===== src/rtl/kabf_pkg.sv =====
package kabf_pkg;

  localparam logic signed [31:0] Q_MAX = 32'sh7FFFFFFF;
  localparam logic signed [31:0] Q_MIN = 32'sh80000000;

  localparam logic [1:0] REG_ANGLE_NOISE = 2'd0;
  localparam logic [1:0] REG_BIAS_NOISE = 2'd1;
  localparam logic [1:0] REG_MEAS_NOISE = 2'd2;

  localparam logic [30:0] ANGLE_NOISE_RESET = 31'd66;
  localparam logic [30:0] BIAS_NOISE_RESET = 31'd197;
  localparam logic [30:0] MEAS_NOISE_RESET = 31'd1966;

  typedef enum logic [4:0] {
    ST_IDLE,
    ST_LOAD,
    ST_M_DT_GB,
    ST_A_ANG,
    ST_M_DT_P11,
    ST_A_T1,
    ST_A_T2,
    ST_A_T3,
    ST_M_DT_T,
    ST_A_P00,
    ST_A_P01,
    ST_A_P10,
    ST_M_QB_DT,
    ST_A_P11,
    ST_A_S,
    ST_DIV0,
    ST_DIV1,
    ST_A_Y,
    ST_M_K0Y,
    ST_M_K1Y,
    ST_M_K0H00,
    ST_M_K0H01,
    ST_M_K1H00,
    ST_M_K1H01,
    ST_STORE,
    ST_OUT
  } kabf_state_t;

  function automatic logic signed [31:0] sat64(input logic signed [63:0] v);
    logic signed [31:0] r;
    if (v > 64'sh000000007FFFFFFF) r = Q_MAX;
    else if (v < -64'sh0000000080000000) r = Q_MIN;
    else r = v[31:0];
    return r;
  endfunction

  function automatic logic signed [31:0] qadd(input logic signed [31:0] a,
                                              input logic signed [31:0] b);
    logic signed [32:0] s;
    logic signed [31:0] r;
    s = {a[31], a} + {b[31], b};
    if (s[32] != s[31]) r = s[32] ? Q_MIN : Q_MAX;
    else r = s[31:0];
    return r;
  endfunction

  function automatic logic signed [31:0] qsub(input logic signed [31:0] a,
                                              input logic signed [31:0] b);
    logic signed [32:0] s;
    logic signed [31:0] r;
    s = {a[31], a} - {b[31], b};
    if (s[32] != s[31]) r = s[32] ? Q_MIN : Q_MAX;
    else r = s[31:0];
    return r;
  endfunction

endpackage


===== src/rtl/kabf_div.sv =====
module kabf_div
  import kabf_pkg::*;
(
  input  logic               clk,
  input  logic               rst,
  input  logic               start,
  input  logic signed [31:0] num,
  input  logic signed [31:0] den,
  output logic               done,
  output logic signed [31:0] quo
);

  logic [47:0] rem;
  logic [47:0] dvd;
  logic [47:0] q;
  logic [31:0] dmag;
  logic        neg;
  logic [5:0]  cnt;
  logic        busy;
  logic [48:0] trial;
  logic [47:0] qs;
  logic signed [63:0] qv;

  assign trial = {rem, dvd[47]} - {17'd0, dmag};
  assign qs = q;
  assign qv = neg ? -$signed({16'd0, qs}) : $signed({16'd0, qs});

  always_ff @(posedge clk) begin
    if (rst) begin
      busy <= 1'b0;
      done <= 1'b0;
    end else begin
      done <= 1'b0;
      if (start) begin
        busy <= 1'b1;
        cnt <= 6'd0;
        rem <= '0;
        q <= '0;
        neg <= num[31] ^ den[31];
        dvd <= {(num[31] ? 32'(-num) : 32'(num)), 16'd0};
        dmag <= den[31] ? -den : den;
      end else if (busy) begin
        if (!trial[48]) begin
          rem <= trial[47:0];
          q <= {q[46:0], 1'b1};
        end else begin
          rem <= {rem[46:0], dvd[47]};
          q <= {q[46:0], 1'b0};
        end
        dvd <= {dvd[46:0], 1'b0};
        cnt <= cnt + 6'd1;
        if (cnt == 6'd47) begin
          busy <= 1'b0;
          done <= 1'b1;
        end
      end
    end
  end

  assign quo = (dmag == 32'd0) ? 32'sd0 : sat64(qv);

endmodule


===== config.mk =====
export PLATFORM = sky130hd
export DESIGN_NAME = kabf_div
export DESIGN_NICKNAME = d
export VERILOG_FILES = /design/src/rtl/kabf_pkg.sv /design/src/rtl/kabf_div.sv
export SDC_FILE = /design/constraint.sdc
export NUM_CORES = 1
export LEC_CHECK = 0
export ABC_AREA = 1
export BUFFER_PORTS_ARGS = -buffer_cell sky130_fd_sc_hd__clkbuf_2
export CORE_AREA = 4 4 152 154
export DETAILED_ROUTE_END_ITERATION = 7
export DIE_AREA = 0 0 156 158
export GPL_TIMING_DRIVEN = 0
export PLACE_DENSITY = 0.93
export SETUP_SLACK_MARGIN = 0.15
export SLEW_MARGIN = 0
export SYNTH_ARGS = -nofsm -noshare
export SYNTH_HDL_FRONTEND = slang
export SYNTH_SLANG_ARGS = --single-unit

===== constraint.sdc =====
create_clock -name clk -period 10.5 [get_ports clk]
set_clock_uncertainty 0.15 [all_clocks]
set_input_delay 1.575 -clock clk [delete_from_list [all_inputs] [get_ports clk]]
set_output_delay 1.575 -clock clk [all_outputs]
set_load 0.01 [all_outputs]

Word level (Yosys, flattened, before mapping). Index checks and enable logic that the tools add are counted.

Bits in registers: 184. Bits in latches: 0. RAM bits: 0. Memory bits (read-only): 0. Memories kept: 0.

Add/sub/neg operators: 5. $mul: 0. Div/mod/pow operators: 0. Magnitude comparators: 2. Eq/ne operators: 1. Shift operators: 0. Multiplexer cells: 17. Bitwise logic cells: 3. Reductions and logical operators: 5.

Operator list (number): 48-bit 2-to-1 mux (5); 32-bit 2-to-1 mux (4); 64-bit by 32-bit greater-than comparator with 1-bit output (second input constant) (1); 64-bit by 32-bit < comparator with 1-bit output (second input constant) (1); 64-bit 2-to-1 mux (1); 32-bit negator (2); 48-bit negator with 64-bit output (1); 49-bit by 32-bit subtractor with 49-bit output (1); 32-bit logical NOT (1); 31-bit 2-to-1 mux (1); 6-bit by 1-bit adder with 6-bit output (second input constant) (1); 6-bit equality test (second input constant) (1); 6-bit 2-to-1 mux (1); 1-bit 2-to-1 mux (5); 2-bit AND reduction (2); 3-bit OR reduction (1); 1-bit NOT (2); 2-bit nonzero test (1); 1-bit XOR (1).

Longest topological paths before layout.
Depth in word-level cells: 6. Mapped depth: 18.

Worst setup path after synthesis. No wires, ideal clock.

Path kind: in2reg. From: input start. To: register cnt[0], enable pin. Library setup time: 0.673 ns. Data arrival time: 8.379 ns. Required time: 9.677 ns. Setup slack: 1.298 ns. Stages: 4. Buffers on the path: 2. Cell sequence: inv_1 clkbuf_1 clkbuf_1 a21oi_1.

Word-level cells in the longest chain between the ends: 2.

Ends and longest elaborated chain: from (decl) (line kabf_div.sv:6) `input logic start,`; 2-bit nonzero test (no line); 2-bit AND reduction (no line); to (signal assigned) (line kabf_div.sv:51) `cnt <= cnt + 6'd1;`; to (decl) (line kabf_div.sv:18) `logic [5:0] cnt;`.

Every way passes these cells. A chain may end at the register's enable or synchronous reset.

Final worst setup path.
From: register q[0]. To: output quo[15].

Word-level cells in the longest chain between the ends: 6.

Ends and longest elaborated chain: from (decl) (line kabf_div.sv:15) `logic [47:0] q;`; from (signal assigned) (line kabf_div.sv:45) `q <= {q[46:0], 1'b1};`; from (signal assigned) (line kabf_div.sv:48) `q <= {q[46:0], 1'b0};`; 48-bit negator with 64-bit output (line kabf_div.sv:26) `assign qv = neg ? -$signed({16'd0, qs}) : $signed({16'd0, qs});`; 64-bit 2-to-1 mux * (line kabf_div.sv:26); 64-bit by 32-bit < comparator with 1-bit output (line kabf_pkg.sv:46) `else if (v < -64'sh0000000080000000) r = Q_MIN;`; 32-bit 2-to-1 mux (line kabf_pkg.sv:46); 32-bit 2-to-1 mux * (line kabf_pkg.sv:45) `if (v > 64'sh000000007FFFFFFF) r = Q_MAX;`; 32-bit 2-to-1 mux * (line kabf_div.sv:60) `assign quo = (dmag == 32'd0) ? 32'sd0 : sat64(qv);`; to (decl) (line kabf_div.sv:10) `output logic signed [31:0] quo`.

Every way passes the cells marked *; elsewhere a longest branch is shown, timed or not.

==> summary.md <==
| Metric | Value |
|---|---|
| Initial DRC Count | `1,515` |
| Mapped cell area | `0.01327 mm^2` |
| Final min period | `4980 ps` |
| DRT Wirelength | `38,860 um` |
| Final cell count without fillers | `2,230` |
| Cts repair resizes | `0` |
| CP Launch Point | `q[0]$_SDFFCE_PP0P_` |
| Final Cycle Share | `0.4743` |
| WL/cell | `17.43 um` |
| Slew headroom | `0.4830` |
| Crit Path Max Fanout | `10` |
| Post-CTS setup buffers | `0` |
| Hold endpoint | `busy$_SDFF_PP0_` |
| Startpoint types | `flop` |
| R2r setup slk | `6610 ps` |
| DR pass1 iterations | `8` |
| Height of the die | `158 um` |
| Static Leak | `6.223 nW` |
| Hold Path Class | `reg -> reg` |
| Cell variety after synth | `46` |
| Seq/Total Area, Yosys | `0.3810` |
| Placed cells | `2,198` |
| Die W | `156 um` |
| DIE AREA | `0.02465 mm^2` |
| # setup viols final | `0` |
| Fmax | `200.8 MHz` |
| Ant. Diodes | `0` |
| Max cap viols | `0` |
| Initial Util | `0.6117` |
| DR vias | `12,970` |
| H-tree Lvls | `4` |
| Clock Tree Buf Depth | `2` |
| Status | `finished clean` |
| CTS clk-pin slew, worst paths | `70 ps` |
| CP required | `8780 ps` |
| Synth Instances | `1,812` |
| Power consumption | `0.002019 W` |
| Ys async rst share | `0` |
| I/O pin count | `100` |
| Setup CP Type | `reg -> out` |
| DRT antenna net count | `0` |
| Worst Hold Launch | `busy$_SDFF_PP0_` |
| Number of flops mapped to enable cells by yosys | `167` |
| Worst setup EP type | `primary output` |
| Hold_buf cts | `0` |
| Initial antenna violation count | `0` |
| Reg2reg end | `rem[30]$_SDFFCE_PP0P_` |
| Total grt overflow | `0` |
| Synth Flop Type | `edfxtp_1` |
| Hpwl dp | `30,730 um` |
| Routability Congestion | `1.010` |
| DRC | `0` |
| Clk_lat worst skew | `440 ps` |
| Input/output buffers | `99` |
| Syn Area/Cell | `7.322 um^2` |
| GRT Total Usage | `0.3133` |
| Core ar. | `0.02169 mm^2` |
| Drt via density | `5.815` |
| CTS Buf Count | `17` |
| Number of synthesized register bits | `169` |
| Largest net degree at the start of global routing | `29` |
| Area Growth Syn to Fin | `11.87%` |
| Synth warnings | `0` |
| Clock sinks | `169` |
| Worst Max-Slew Pin Slew | `775.5 ps` |
| Hold Violations, Final | `0` |
| Nets | `2,041` |
| Share of cells above drive strength 1 | `0.1205` |
| Pwr dens | `136.1 mW/mm^2` |
| RSZ-0062 raised after global routing | `no` |
| Clock root cell | `clkbuf_16` |
| VDD IR-drop max | `0.0001051 V` |
| Max-slew violation count | `0` |
| Critical path arrival | `3260 ps` |
| Vias in the first global route | `12,240` |
| Syn Nets | `1,916` |
| First-pass GRT wire length | `61,620 um` |
| Worst Hold Depth | `2` |
| Reg-to-Reg Start | `dvd[47]$_DFFE_PP_` |
| R2r worst-path depth | `14` |
| Std-Cell Rows | `54` |
| CTS tree | `done` |
-- flip-flops by register name, indices dropped and copies added, names as in the netlist --
register	flops
busy	1
cnt	6
dmag	32
done	1
dvd	32
neg	1
q	48
rem	48
-- placed cells by master (no fill, tap or decap), types with 25 or more instances in the layout --
master / count
nand4_1: 25
ha_1: 36
nor2_1: 304
clkbuf_2: 99
a21oi_1: 110
o21ai_0: 118
nand3_1: 79
a21oi_2: 30
nand2_1: 396
nor3_1: 25
inv_1: 230
edfxtp_1: 167
xnor2_1: 40
clkbuf_1: 32
xor2_1: 88
-- critical path, cell delays in order, from the launching register on --
cell and delay [ps]:
edfxtp_1 430, inv_1 130, ha_1 190, nand3_2 140
nor2_4 220, nand2_2 120, nor2_2 170, nand3_1 160
nand2_1 90, nand2_1 60, nand2_2 60, nand2_1 50
nor2_1 100, nand2_1 100, o21bai_4 270, buf_6 180
nand2_1 80, a21oi_2 120, clkbuf_2 150
-- worst max path at each step --
stage / to / slack [ps] / cells past startpoint
after detailed placement: quo[15] / 6000 / 16
after global placement: rem[39]$_SDFFCE_PP0P_ / -1750 / 5
after CTS: quo[15] / 5520 / 16
after global routing: quo[15] / 5280 / 18
after floorplan: cnt[0]$_SDFFCE_PP0P_ / 1300 / 4
final: quo[15] / 5520 / 18
-- synth_stat cells (2+ instances only) --
| cell | instances | area, um^2 |
|---|---|---|
| a21boi_0 | 3 | 22.52 |
| a21o_1 | 4 | 30.03 |
| a21oi_1 | 111 | 555.5 |
| a21oi_2 | 30 | 262.8 |
| a31oi_1 | 13 | 81.33 |
| and2_1 | 4 | 25.02 |
| buf_1 | 2 | 7.510 |
| buf_2 | 7 | 35.03 |
| buf_4 | 6 | 45.04 |
| buf_6 | 6 | 67.56 |
| clkbuf_1 | 29 | 108.9 |
| dfxtp_1 | 2 | 40.04 |
| edfxtp_1 | 167 | 5015 |
| ha_1 | 36 | 450.4 |
| inv_1 | 230 | 863.3 |
| inv_2 | 5 | 18.77 |
| nand2_1 | 396 | 1486 |
| nand2_2 | 10 | 62.56 |
| nand3_1 | 79 | 395.4 |
| nand3_2 | 5 | 50.05 |
| nand3b_1 | 2 | 15.01 |
| nand4_1 | 25 | 156.4 |
| nor2_1 | 305 | 1145 |
| nor2_2 | 11 | 68.82 |
| nor2_4 | 3 | 33.78 |
| nor3_1 | 25 | 125.1 |
| nor4_1 | 13 | 81.33 |
| o211ai_1 | 2 | 15.01 |
| o21a_1 | 3 | 22.52 |
| o21ai_0 | 118 | 590.6 |
| o21ai_1 | 4 | 20.02 |
| o21bai_1 | 6 | 45.04 |
| o31ai_1 | 3 | 22.52 |
| or2_2 | 9 | 56.30 |
| xnor2_1 | 40 | 350.3 |
| xor2_1 | 88 | 770.7 |
-- routing by layer --
| layer | global-route usage | part of all wire |
|---|---|---|
| met3 | 0.04046 | 0.086 |
| met1 | 0.4256 | 0.42 |
| met2 | 0.5169 | 0.47 |
| met4 | 0.1155 | 0.033 |
| met5 | 0 | 0 |
-- through the flow --
stage / setup WS (ps) / utilization / cell area (um^2) / setup TNS (ps) / hold slack (ps)
3_3_place_gp: -1747 / 0.6507 / 14110 / -232930 / 308.4
2_1_floorplan: 1298 / - / 13270 / 0 / 293.5
4_1_cts: 5525 / 0.6844 / 14840 / 0 / 343.7
6_report: 5520 / 0.6844 / 14840 / 0 / 343.2
3_5_place_dp: 6001 / 0.6580 / 14270 / 0 / 337.8
5_1_grt: 5285 / 0.6844 / 14840 / 0 / 388.4
-- area by class of cell --
type / instances / area, um^2
fill: 1789 / 6845
clock buffer: 20 / 436.7
sequential: 169 / 5055
timing repair buffer: 106 / 633.1
tap: 280 / 350.3
multi-input combinational: 1358 / 7087
clock inverter: 12 / 135.1
buffer: 50 / 264.0
inverter: 235 / 882.1
-- kinds of logic after synthesis --
family	Yosys count	share of synthesized area
xor gates and xnor gates	128	0.08450
buffers and inverters	285	0.08638
adders and majority gates	37	0.03546
AOI/OAI and AO/OA	302	0.1299
and+or+nand+nor	891	0.2828
DFF	169	0.3810
-- power by group --
part	internal [W]	switching [W]	total, W
combinational	0.000185	0.000354	0.000539
clock	0.000338	0.000301	0.000639
sequential	0.000807	0.0000345	0.000842
No activity file was read; power rests on OpenSTA's default activity.
